--- src/hdl/mfvl_pkg.sv ---
// Package for the muon follower veto live-time block.
// Holds field widths, flag bit positions, register indexes, reset values and
// the configuration and result word types. No dependencies.
package mfvl_pkg;

  // Field widths fixed by the event and result formats
  localparam int FLAG_W   = 64;
  localparam int HITS_W   = 16;
  localparam int WINDOW_W = 48;
  localparam int TICK_W   = 8;
  localparam int SUM_W    = 64;
  localparam int COUNT_W  = 32;

  // Configuration port
  localparam int CFG_IDX_W  = 2;
  localparam int CFG_DATA_W = WINDOW_W;

  localparam logic [CFG_IDX_W-1:0] CFG_IDX_THRESHOLD = 2'd0;
  localparam logic [CFG_IDX_W-1:0] CFG_IDX_WINDOW    = 2'd1;
  localparam logic [CFG_IDX_W-1:0] CFG_IDX_TICK      = 2'd2;

  // Register reset values
  localparam logic [HITS_W-1:0]   THRESHOLD_RST = 16'd3000;
  localparam logic [WINDOW_W-1:0] WINDOW_RST    = 48'd20000000000;
  localparam logic [TICK_W-1:0]   TICK_RST      = 8'd20;

  // Data cleaning flag bits (set means "not a muon" / "not a follower")
  localparam int FLAG_NOT_MUON_BIT     = 7;
  localparam int FLAG_NOT_FOLLOWER_BIT = 14;

  // Elapsed-time product: stamp (at most 64 bits) times tick
  localparam int PROD_W = SUM_W + TICK_W;

  typedef struct packed {
    logic [HITS_W-1:0]   muon_hit_threshold;
    logic [WINDOW_W-1:0] veto_window_ns;
    logic [TICK_W-1:0]   tick_ns;
  } cfg_t;

  typedef struct packed {
    logic               accept;
    logic [SUM_W-1:0]   follower_dead_ns;
    logic [SUM_W-1:0]   pileup_dead_ns;
    logic [COUNT_W-1:0] veto_total;
  } res_t;

endpackage

--- src/hdl/mfvl_if.sv ---
// Valid/ready channel interfaces for event words and result words.
// Depends on mfvl_pkg for field widths.
interface mfvl_in_if #(parameter int STAMP_BITS = 43);
  import mfvl_pkg::*;
  logic                  valid;
  logic                  ready;
  logic [STAMP_BITS-1:0] clock_count;
  logic [FLAG_W-1:0]     dc_flag_word;
  logic [HITS_W-1:0]     nhits_cleaned;

  modport source (output valid, clock_count, dc_flag_word, nhits_cleaned, input ready);
  modport sink   (input valid, clock_count, dc_flag_word, nhits_cleaned, output ready);
endinterface

interface mfvl_out_if;
  import mfvl_pkg::*;
  logic               valid;
  logic               ready;
  logic               accept;
  logic [SUM_W-1:0]   follower_dead_ns;
  logic [SUM_W-1:0]   pileup_dead_ns;
  logic [COUNT_W-1:0] veto_total;

  modport source (output valid, accept, follower_dead_ns, pileup_dead_ns, veto_total,
                  input ready);
  modport sink   (input valid, accept, follower_dead_ns, pileup_dead_ns, veto_total,
                  output ready);
endinterface

--- src/hdl/mfvl_elapsed.sv ---
// Elapsed time in ns between two wrapping stamps, saturated to 64 bits.
// Depends on mfvl_pkg for widths.
module mfvl_elapsed #(
  parameter int STAMP_BITS = 43
) (
  input  logic [STAMP_BITS-1:0]     now,
  input  logic [STAMP_BITS-1:0]     start,
  input  logic [mfvl_pkg::TICK_W-1:0] tick_ns,
  output logic [mfvl_pkg::SUM_W-1:0]  elapsed_ns
);
  import mfvl_pkg::*;

  logic [STAMP_BITS-1:0] ticks;
  logic [PROD_W-1:0]     prod;

  // Tick difference wraps at the stamp width
  assign ticks = now - start;

  // 64 x 8 product, clipped when it leaves 64 bits
  assign prod = PROD_W'(ticks) * PROD_W'(tick_ns);
  assign elapsed_ns = (|prod[PROD_W-1:SUM_W]) ? {SUM_W{1'b1}} : prod[SUM_W-1:0];

endmodule

--- src/hdl/mfvl_core.sv ---
// Veto and follower state with the per-event decision logic.
// Depends on mfvl_pkg and mfvl_elapsed.
module mfvl_core #(
  parameter int STAMP_BITS = 43
) (
  input  logic                        clk,
  input  logic                        rst_n,
  input  logic                        en,
  input  logic [STAMP_BITS-1:0]       now,
  input  logic [mfvl_pkg::FLAG_W-1:0] flags,
  input  logic [mfvl_pkg::HITS_W-1:0] hits,
  input  mfvl_pkg::cfg_t              cfg,
  output mfvl_pkg::res_t              res
);
  import mfvl_pkg::*;

  logic                  fol_active_r, fol_active_nxt;
  logic                  veto_active_r, veto_active_nxt;
  logic [STAMP_BITS-1:0] fol_start_r, fol_start_nxt;
  logic [STAMP_BITS-1:0] veto_start_r, veto_start_nxt;
  logic [SUM_W-1:0]      fol_sum_r, fol_sum_nxt;
  logic [SUM_W-1:0]      pile_sum_r, pile_sum_nxt;
  logic [COUNT_W-1:0]    veto_cnt_r, veto_cnt_nxt;

  logic [SUM_W-1:0] fol_el;
  logic [SUM_W-1:0] veto_el;
  logic [SUM_W:0]   fol_add;
  logic [SUM_W:0]   pile_add;
  logic [SUM_W-1:0] fol_sum_sat;
  logic [SUM_W-1:0] pile_sum_sat;
  logic             muon;
  logic             in_window;
  logic             accept;

  mfvl_elapsed #(.STAMP_BITS(STAMP_BITS)) u_fol_el (
    .now(now), .start(fol_start_r), .tick_ns(cfg.tick_ns), .elapsed_ns(fol_el)
  );

  mfvl_elapsed #(.STAMP_BITS(STAMP_BITS)) u_veto_el (
    .now(now), .start(veto_start_r), .tick_ns(cfg.tick_ns), .elapsed_ns(veto_el)
  );

  // Saturating running sums
  assign fol_add      = {1'b0, fol_sum_r} + {1'b0, fol_el};
  assign pile_add     = {1'b0, pile_sum_r} + {1'b0, veto_el};
  assign fol_sum_sat  = fol_add[SUM_W] ? {SUM_W{1'b1}} : fol_add[SUM_W-1:0];
  assign pile_sum_sat = pile_add[SUM_W] ? {SUM_W{1'b1}} : pile_add[SUM_W-1:0];

  assign muon      = !flags[FLAG_NOT_MUON_BIT] && (hits > cfg.muon_hit_threshold);
  assign in_window = veto_active_r && (veto_el < SUM_W'(cfg.veto_window_ns));

  // Decision and next state
  always_comb begin
    fol_active_nxt  = fol_active_r;
    veto_active_nxt = veto_active_r;
    fol_start_nxt   = fol_start_r;
    veto_start_nxt  = veto_start_r;
    fol_sum_nxt     = fol_sum_r;
    pile_sum_nxt    = pile_sum_r;
    veto_cnt_nxt    = veto_cnt_r;
    accept          = 1'b0;
    priority if (muon) begin
      // muon closes any follower window, opens or extends the veto
      if (fol_active_r) begin
        fol_sum_nxt    = fol_sum_sat;
        fol_active_nxt = 1'b0;
      end
      if (!veto_active_r) begin
        if (veto_cnt_r != {COUNT_W{1'b1}}) begin
          veto_cnt_nxt = veto_cnt_r + COUNT_W'(1);
        end
        veto_active_nxt = 1'b1;
      end else begin
        pile_sum_nxt = pile_sum_sat;
      end
      veto_start_nxt = now;
    end else if (in_window) begin
      // vetoed, nothing changes
    end else begin
      veto_active_nxt = 1'b0;
      if (!flags[FLAG_NOT_FOLLOWER_BIT]) begin
        if (fol_active_r) begin
          fol_sum_nxt = fol_sum_sat;
        end
        fol_active_nxt = 1'b1;
        fol_start_nxt  = now;
      end else begin
        fol_active_nxt = 1'b0;
        accept         = 1'b1;
      end
    end
  end

  // State registers
  always_ff @(posedge clk) begin
    if (!rst_n) begin
      fol_active_r  <= 1'b0;
      veto_active_r <= 1'b0;
      fol_start_r   <= '0;
      veto_start_r  <= '0;
      fol_sum_r     <= '0;
      pile_sum_r    <= '0;
      veto_cnt_r    <= '0;
    end else if (en) begin
      fol_active_r  <= fol_active_nxt;
      veto_active_r <= veto_active_nxt;
      fol_start_r   <= fol_start_nxt;
      veto_start_r  <= veto_start_nxt;
      fol_sum_r     <= fol_sum_nxt;
      pile_sum_r    <= pile_sum_nxt;
      veto_cnt_r    <= veto_cnt_nxt;
    end
  end

  // Result word carries the state after this event
  assign res.accept           = accept;
  assign res.follower_dead_ns = fol_sum_nxt;
  assign res.pileup_dead_ns   = pile_sum_nxt;
  assign res.veto_total       = veto_cnt_nxt;

endmodule

--- src/hdl/muon_follower_veto_livetime.sv ---
// Channel     | dir | word
// in_ch       | in  | clock_count, dc_flag_word, nhits_cleaned (valid/ready)
// out_ch      | out | accept, follower_dead_ns, pileup_dead_ns, veto_total (valid/ready)
// cfg_*       | in  | cfg_we, cfg_idx, cfg_data (write only)
//
// One event word per cycle sustained while out_ch is not stalled; an accepted word goes
// through the input register, then the decision logic into the result register.
// The decision path is one stamp subtract, a 64x8 multiply and a 64-bit add/compare.
// Synchronous active-low reset clears windows, totals, valid bits; sets cfg defaults.
// A stalled output holds its word; the input register stalls behind it.
// Top level: muon veto, pileup and lone-follower live-time block.
// Depends on mfvl_pkg, mfvl_if, mfvl_elapsed and mfvl_core.
module muon_follower_veto_livetime #(
  parameter int STAMP_BITS = 43
) (
  input  logic                              clk,
  input  logic                              rst_n,
  mfvl_in_if.sink                           in_ch,
  mfvl_out_if.source                        out_ch,
  input  logic                              cfg_we,
  input  logic [mfvl_pkg::CFG_IDX_W-1:0]    cfg_idx,
  input  logic [mfvl_pkg::CFG_DATA_W-1:0]   cfg_data
);
  import mfvl_pkg::*;

  cfg_t cfg_r;

  logic                  s1_valid_r;
  logic [STAMP_BITS-1:0] s1_now_r;
  logic [FLAG_W-1:0]     s1_flags_r;
  logic [HITS_W-1:0]     s1_hits_r;

  logic  out_valid_r;
  res_t  out_res_r;
  res_t  core_res;

  logic in_ready;
  logic in_load;
  logic adv;
  logic core_en;

  // Configuration registers
  always_ff @(posedge clk) begin
    if (!rst_n) begin
      cfg_r.muon_hit_threshold <= THRESHOLD_RST;
      cfg_r.veto_window_ns     <= WINDOW_RST;
      cfg_r.tick_ns            <= TICK_RST;
    end else if (cfg_we) begin
      unique case (cfg_idx)
        CFG_IDX_THRESHOLD: cfg_r.muon_hit_threshold <= cfg_data[HITS_W-1:0];
        CFG_IDX_WINDOW:    cfg_r.veto_window_ns     <= cfg_data[WINDOW_W-1:0];
        CFG_IDX_TICK:      cfg_r.tick_ns            <= cfg_data[TICK_W-1:0];
        default: ;
      endcase
    end
  end

  // Handshake
  assign adv      = !out_valid_r || out_ch.ready;
  assign in_ready = !s1_valid_r || adv;
  assign in_load  = in_ch.valid && in_ready;
  assign core_en  = s1_valid_r && adv;

  assign in_ch.ready = in_ready;

  // Input register
  always_ff @(posedge clk) begin
    if (!rst_n) begin
      s1_valid_r <= 1'b0;
    end else if (in_ready) begin
      s1_valid_r <= in_ch.valid;
    end
  end

  always_ff @(posedge clk) begin
    if (in_load) begin
      s1_now_r   <= in_ch.clock_count;
      s1_flags_r <= in_ch.dc_flag_word;
      s1_hits_r  <= in_ch.nhits_cleaned;
    end
  end

  mfvl_core #(.STAMP_BITS(STAMP_BITS)) u_core (
    .clk   (clk),
    .rst_n (rst_n),
    .en    (core_en),
    .now   (s1_now_r),
    .flags (s1_flags_r),
    .hits  (s1_hits_r),
    .cfg   (cfg_r),
    .res   (core_res)
  );

  // Result register
  always_ff @(posedge clk) begin
    if (!rst_n) begin
      out_valid_r <= 1'b0;
    end else if (adv) begin
      out_valid_r <= s1_valid_r;
    end
  end

  always_ff @(posedge clk) begin
    if (core_en) begin
      out_res_r <= core_res;
    end
  end

  assign out_ch.valid            = out_valid_r;
  assign out_ch.accept           = out_res_r.accept;
  assign out_ch.follower_dead_ns = out_res_r.follower_dead_ns;
  assign out_ch.pileup_dead_ns   = out_res_r.pileup_dead_ns;
  assign out_ch.veto_total       = out_res_r.veto_total;

`ifndef SYNTH
  // An empty input register always takes a word
  a_ready_when_empty: assert property (@(posedge clk) disable iff (!rst_n)
    !s1_valid_r |-> in_ready)
    else $error("input register empty but not ready");

  // A held event word is not dropped while the result side stalls
  a_s1_hold: assert property (@(posedge clk) disable iff (!rst_n)
    s1_valid_r && !adv |=> s1_valid_r && $stable(s1_now_r) && $stable(s1_hits_r))
    else $error("pending event lost during output stall");

  // The veto count in a new result never goes below the one before it
  a_veto_monotonic: assert property (@(posedge clk) disable iff (!rst_n)
    core_en && out_valid_r && out_ch.ready |=> out_res_r.veto_total >= $past(out_res_r.veto_total))
    else $error("veto total decreased");
`endif

endmodule
--- src/flat_wrapper.sv ---
// flat-port wrapper written by rule: the top's interface ports become plain ports
module muon_follower_veto_livetime_flat import mfvl_pkg::*;
#(
  parameter int STAMP_BITS = 43
)
  (clk, rst_n, cfg_we, cfg_idx, cfg_data, in_ch_valid, in_ch_clock_count, in_ch_dc_flag_word, in_ch_nhits_cleaned, in_ch_ready, out_ch_valid, out_ch_accept, out_ch_follower_dead_ns, out_ch_pileup_dead_ns, out_ch_veto_total, out_ch_ready);
  mfvl_in_if #(.STAMP_BITS(STAMP_BITS)) in_ch_i ();
  mfvl_out_if out_ch_i ();
  input  logic clk;
  input  logic rst_n;
  input  logic cfg_we;
  input  logic [mfvl_pkg::CFG_IDX_W-1:0] cfg_idx;
  input  logic [mfvl_pkg::CFG_DATA_W-1:0] cfg_data;
  input wire logic [$bits(in_ch_i.valid)-1:0] in_ch_valid;
  input wire logic [$bits(in_ch_i.clock_count)-1:0] in_ch_clock_count;
  input wire logic [$bits(in_ch_i.dc_flag_word)-1:0] in_ch_dc_flag_word;
  input wire logic [$bits(in_ch_i.nhits_cleaned)-1:0] in_ch_nhits_cleaned;
  output wire logic [$bits(in_ch_i.ready)-1:0] in_ch_ready;
  output wire logic [$bits(out_ch_i.valid)-1:0] out_ch_valid;
  output wire logic [$bits(out_ch_i.accept)-1:0] out_ch_accept;
  output wire logic [$bits(out_ch_i.follower_dead_ns)-1:0] out_ch_follower_dead_ns;
  output wire logic [$bits(out_ch_i.pileup_dead_ns)-1:0] out_ch_pileup_dead_ns;
  output wire logic [$bits(out_ch_i.veto_total)-1:0] out_ch_veto_total;
  input wire logic [$bits(out_ch_i.ready)-1:0] out_ch_ready;
  assign in_ch_i.valid = in_ch_valid;
  assign in_ch_i.clock_count = in_ch_clock_count;
  assign in_ch_i.dc_flag_word = in_ch_dc_flag_word;
  assign in_ch_i.nhits_cleaned = in_ch_nhits_cleaned;
  assign in_ch_ready = in_ch_i.ready;
  assign out_ch_valid = out_ch_i.valid;
  assign out_ch_accept = out_ch_i.accept;
  assign out_ch_follower_dead_ns = out_ch_i.follower_dead_ns;
  assign out_ch_pileup_dead_ns = out_ch_i.pileup_dead_ns;
  assign out_ch_veto_total = out_ch_i.veto_total;
  assign out_ch_i.ready = out_ch_ready;
  muon_follower_veto_livetime #(.STAMP_BITS(STAMP_BITS)) u_core (.clk(clk), .rst_n(rst_n), .in_ch(in_ch_i), .out_ch(out_ch_i), .cfg_we(cfg_we), .cfg_idx(cfg_idx), .cfg_data(cfg_data));
endmodule
--- config.mk ---
export PLATFORM = sky130hd
export DESIGN_NAME = muon_follower_veto_livetime_flat
export DESIGN_NICKNAME = d
export VERILOG_FILES = /design/src/hdl/mfvl_pkg.sv /design/src/hdl/mfvl_if.sv /design/src/hdl/mfvl_elapsed.sv /design/src/hdl/mfvl_core.sv /design/src/hdl/muon_follower_veto_livetime.sv /design/src/flat_wrapper.sv
export SDC_FILE = /design/constraint.sdc
export NUM_CORES = 2
export LEC_CHECK = 0
export BUFFER_PORTS_ARGS = -buffer_cell sky130_fd_sc_hd__buf_2
export CELL_PAD_IN_SITES_DETAIL_PLACEMENT = 0
export CELL_PAD_IN_SITES_GLOBAL_PLACEMENT = 2
export CORE_MARGIN = 4
export CORE_UTILIZATION = 44
export CTS_BUF_LIST = sky130_fd_sc_hd__clkbuf_8
export CTS_CLUSTER_DIAMETER = 30
export DETAILED_ROUTE_END_ITERATION = 16
export PLACE_DENSITY_LB_ADDON = 0.1
export SETUP_SLACK_MARGIN = 0.3
export SLEW_MARGIN = 10
export SYNTH_ARGS = -nofsm -noshare
export SYNTH_HDL_FRONTEND = slang
export SYNTH_HIERARCHICAL = 1
export SYNTH_SLANG_ARGS = --single-unit
--- constraint.sdc ---
create_clock -name clk -period 27.7 [get_ports clk]
set_clock_uncertainty 0.1 [all_clocks]
set_input_delay 5.54 -clock clk [delete_from_list [all_inputs] [get_ports clk]]
set_output_delay 5.54 -clock clk [all_outputs]
set_load 0.05 [all_outputs]
**Yosys cells after proc, flatten, opt, wreduce, memory -nomap -nowiden**

Cells that the tools add are included.

- Bits in registers: 557
- Input port bits: 178
- Output and inout bits: 163
- Word-level logic and storage cells: 69

- Add/subtract/negate cells: 5
- Multipliers: 2
- Order comparisons: 2
- Equal/unequal tests: 4
- Mux-type cells: 17
- Bitwise logic cells: 3
- Reduce and logical (&&, ||, !) cells: 17

Operators with widths:

| kind | number |
|---|---|
| 64-bit two-way mux | 8 |
| 64-bit by 51-bit adder with 65-bit output | 2 |
| 43-bit by 8-bit multiplier with 51-bit output | 2 |
| 32-bit two-way mux | 3 |
| 43-bit subtractor | 2 |
| 51-bit by 48-bit < comparator with 1-bit output | 1 |
| 32-bit by 1-bit adder with 32-bit output, second input constant | 1 |
| 32-bit inequality test, second input constant | 1 |
| 16-bit > comparator | 1 |
| 2-bit AND reduction | 5 |
| 1-bit two-way mux | 6 |
| 1-bit logical AND | 4 |
| 4-bit AND reduction | 1 |
| 1-bit logical NOT | 3 |
| 1-bit inverter | 3 |
| 2-bit by 1-bit equality test with 1-bit output, second input constant | 1 |
| 2-bit equality test, second input constant | 1 |
| 2-bit logical NOT | 1 |
| 1-bit logical OR | 2 |
| 2-bit inequality test, second input constant | 1 |
| 2-bit OR reduction | 1 |

**Depth between registers and ports, before layout**

- Depth in word-level cells: 8
- Gate-level depth with buffers: 46
- Mapped depth without buffers: 42

**Modules after synthesis**

The synthesis kept the hierarchy.

By module, submodules not included:

| module | times used | cells each | area each (um2) | seq. area each (um2) |
|---|---|---|---|---|
| mfvl_core | 1 | 2685 | 20271.9 | 4964.8 |
| mfvl_elapsed (u_core.u_core.u_veto_el) | 1 | 1819 | 14532.7 | 0.0 |
| mfvl_elapsed (u_core.u_core.u_fol_el) | 1 | 1670 | 13372.8 | 0.0 |
| muon_follower_veto_livetime | 1 | 598 | 11512.3 | 10009.6 |

**Worst setup path before layout**

Ideal clock, no wire load.

- Kind: input-to-reg
- Start: input out_ch_ready
- End: register u_core.u_core.fol_start_r[1]
- Library setup time: 128 ps
- Data arrival time: 15307 ps
- Data required time: 27472 ps
- Slack: 12165 ps
- Stages: 8
- Path buffers: 2
- Cells stage by stage: nor2b_1 > nor2b_1 > inv_1 > or4_1 > buf_2 > buf_2 > mux2i_1 > nor2_1

- Word-level cells in the longest chain between the ends: 3

RTL lines:

| element | RTL line | source |
|---|---|---|
| start, declared | flat_wrapper.sv:24 | `input wire logic [$bits(out_ch_i.ready)-1:0] out_ch_ready;` |
| 1-bit logical OR | muon_follower_veto_livetime.sv:59 | `assign adv = !out_valid_r \|\| out_ch.ready;` |
| 1-bit logical AND | muon_follower_veto_livetime.sv:62 | `assign core_en = s1_valid_r && adv;` |
| net u_core.core_en | muon_follower_veto_livetime.sv:40 | `logic core_en;` |
| 4-bit AND reduction (no line) | - |  |
| end signal, assigned | mfvl_core.sv:107 | `fol_start_r <= fol_start_nxt;` |
| end, declared | mfvl_core.sv:19 | `logic [STAMP_BITS-1:0] fol_start_r, fol_start_nxt;` |

The timed path passes the listed nets, and every way through them passes these cells.
A chain may end at the register's enable or synchronous reset.

**Final worst setup path**

- Start: register u_core.s1_now_r[0]
- End: register u_core.u_core.fol_sum_r[62]

- Elaborated cells between the ends (all ways): 12
- Those cells by class: 3 x add/sub; 2 x mul; 1 x order compare; 5 x mux; 1 x reduce/logical

RTL lines:

| element | RTL line | source |
|---|---|---|
| start, declared | muon_follower_veto_livetime.sv:29 | `logic [STAMP_BITS-1:0] s1_now_r;` |
| start signal, assigned | muon_follower_veto_livetime.sv:77 | `s1_now_r <= in_ch.clock_count;` |
| 43-bit subtractor | mfvl_elapsed.sv:17 | `assign ticks = now - start;` |
| 43-bit by 8-bit multiplier with 51-bit output | mfvl_elapsed.sv:20 | `assign prod = PROD_W'(ticks) * PROD_W'(tick_ns);` |
| net u_core.u_core.veto_el[44] | mfvl_core.sv:26 | `logic [SUM_W-1:0] veto_el;` |
| 51-bit by 48-bit < comparator with 1-bit output | mfvl_core.sv:50 | `assign in_window = veto_active_r && (veto_el < SUM_W'(cfg.veto_window_ns));` |
| 1-bit logical AND | mfvl_core.sv:50 |  |
| 64-bit two-way mux | mfvl_core.sv:77 | `end else if (in_window) begin` |
| 64-bit two-way mux | mfvl_core.sv:62 | `priority if (muon) begin` |
| end signal, assigned | mfvl_core.sv:109 | `fol_sum_r <= fol_sum_nxt;` |
| end, declared | mfvl_core.sv:21 | `logic [SUM_W-1:0] fol_sum_r, fol_sum_nxt;` |

The timed path passes the listed nets, and every way through them passes these cells.

==> impl_metrics.ini <==
[global_routing]
antenna_found_initial = 12
grt_pass1_wl_mm = 273
track_usage_pct = 25.0
overflow = 0
grt_max_degree = 99
grt_pass1_vias = 47538

[floorplanning]
die_h_microns = 371
num_rows = 132
io_pins = 341
die_area_sq_um = 137000
initial_core_util_pct = 44.5
die_w_microns = 371
core-area_sq_um = 130000

[clocking]
htree_levels = 4
cts_num_sinks = 544
ctsHoldBuffers = 0
cts_setup_buffers = 0
worstSkewPairLatency_ns = 0.85
ctsResizeCount = 0
cts_tree = yes
numCtsBuffers = 142
clk_path_buf_depth = 3
clk_pin_slew_worst_paths_ns = 0.05
clock-root-buffer = clkbuf_8

[critical_path]
arrival_ns = 13.37
reg2reg_from = u_core/s1_now_r[0]
reg2reg_to = u_core/u_core/fol_sum_r[62]
crit_fanout = 66
max_stage_delay_ns = 0.71
worst_ep_required_time_ns = 28.29
endpoint_kind = register
r2r_cells = 38
cp_slowest_cell = xor2_1
crit_start = u_core/s1_now_r[0]
start_kind = register
crit_type = register to register
r2r_setup_slack_ns = 14.92
crit_path_end = u_core/u_core/fol_sum_r[62]
cp_common_cell = fa_1

[layout]
drive_above_1_share_pct = 10.2
syn2layout_area_growth_pct = 10.0
nets = 7928

[timing]
worst_slack_ns = 14.92
fmaxAchievable_mhz = 78.2
fin_crit_sh_pct = 46.1
post-route-min-period_ns = 12.78
max-slew-margin-rel_pct = 18.5
slew_viol_final = 0
finalSetupViolCount = 0
setup_tns_ns = 0
max_slew.worst_pin.slew_ns = 1.21
hold_viol = 0
rsz0062_at_grt = no

[detailed_routing]
dr.pass1.iters = 5
via_count = 47870
vias_per_cell = 5.50
routed_wl_mm = 174
drc_errors = 0
drt-initial-drc-count = 3103
wl_per_cell_microns = 19.9
ant_nets = 0

[logic_synthesis]
netlist_area_sq_um = 57800
yosys_warnings = 6
syn_avg_cell_area_sq_um = 8.62
synthCells = 6710

[placed_design]
pre_cts_slack_ns = 15.09
place.gp.congestion = 0.886
io_buffers = 278
post-dp-hpwl_mm = 133

[min_path]
min_path_type = register to register

[run]
cap_violations = 0

[outcome]
outcome = finished clean

[power]
powerDensity_nw_per_um2 = 91.0
p_leak_nw = 28.3
ir_drop_uv = 77.2
## registers in the layout (all words and copies together), names as in the netlist
name,cells
u_core/s1_flags_r,2
u_core/u_core/veto_active_r,1
u_core/out_ch.veto_total,32
u_core/out_ch.pileup_dead_ns,64
u_core/u_core/fol_start_r,43
u_core/u_core/fol_sum_r,64
u_core/out_ch.follower_dead_ns,64
u_core/s1_valid_r,1
u_core/out_ch.accept,1
u_core/s1_hits_r,16
u_core/u_core/pile_sum_r,64
u_core/cfg_r,72
u_core/u_core/veto_start_r,43
u_core/out_ch.valid,1
u_core/u_core/veto_cnt_r,32
u_core/s1_now_r,43
u_core/u_core/fol_active_r,1
## where the power goes
group | internal (mW) | switching [mW]
Combinational | 1.28 | 2.43
Sequential | 0.862 | 0.0202
Clock | 0.730 | 0.463
Total | 2.87 | 2.91
## placed cells by master (no fill, tap or decap), types with 144 or more instances in the layout
| cell type | instances |
|---|---|
| inv_1 | 713 |
| nand2_1 | 671 |
| xnor2_1 | 194 |
| dfxtp_1 | 314 |
| edfxtp_1 | 222 |
| ha_1 | 418 |
| buf_2 | 277 |
| nor2_1 | 491 |
| fa_1 | 496 |
| a21oi_1 | 516 |
| xor2_1 | 144 |
| o21ai_0 | 230 |
| and2_1 | 480 |
| clkbuf_8 | 158 |
| a21o_1 | 179 |
## critical path: cells and delay by family (launching register included)
family / cells / cell delay (ns)
compound gates: 14 / 3.50
xor+xnor: 2 / 1.37
fa+ha+maj: 8 / 3.07
buf+inv: 6 / 1.48
flops: 1 / 0.53
simple gates: 8 / 2.46
## per-stage QoR
step                hold WS [ns]  power [mW]  utilization, %  instance area [sq um]  cells
floorplan                  0.335        3.57               -                  57900   6734
global placement           0.342        4.55            46.3                  60200   8434
detailed placement         0.347        4.56            46.3                  60200   8434
CTS                        0.354        5.79            48.9                  63600   8700
global route               0.367        6.31            48.9                  63600   8703
finish                     0.351        5.79            48.9                  63600   8706
## area by class of cell
cell class | instances | area [sq um]
fill | 12763 | 66400
multi-input combinational | 5124 | 40500
sequential | 544 | 13100
inverter | 699 | 2630
tap | 1742 | 2180
clock buffer | 158 | 2170
timing repair buffer | 325 | 1760
clock inverter | 108 | 1200
antenna | 6 | 15.0
## metal layers
layer	up-vias	GRT usage, %	part of all wire, %
met5	-	0	0.012
met4	4	6.32	2.2
met3	199	4.28	5.9
met2	1160	37.5	42
met1	23378	37.4	50
li1	23129	-	-
## worst min-delay path by stage
stage / end / slack (ns) / from / cells after the start
floorplan: u_core/cfg_r[10] / 0.33 / u_core/cfg_r[10] / 2
global placement: u_core/u_core/veto_start_r[15] / 0.34 / u_core/u_core/veto_start_r[15] / 2
detailed placement: u_core/u_core/veto_start_r[14] / 0.35 / u_core/u_core/veto_start_r[14] / 2
CTS: u_core/u_core/veto_start_r[14] / 0.35 / u_core/u_core/veto_start_r[14] / 2
finish: u_core/u_core/veto_start_r[23] / 0.35 / u_core/u_core/veto_start_r[23] / 2
global route: u_core/u_core/veto_start_r[33] / 0.37 / u_core/u_core/veto_start_r[33] / 2
(Power assumes the default switching activity.)
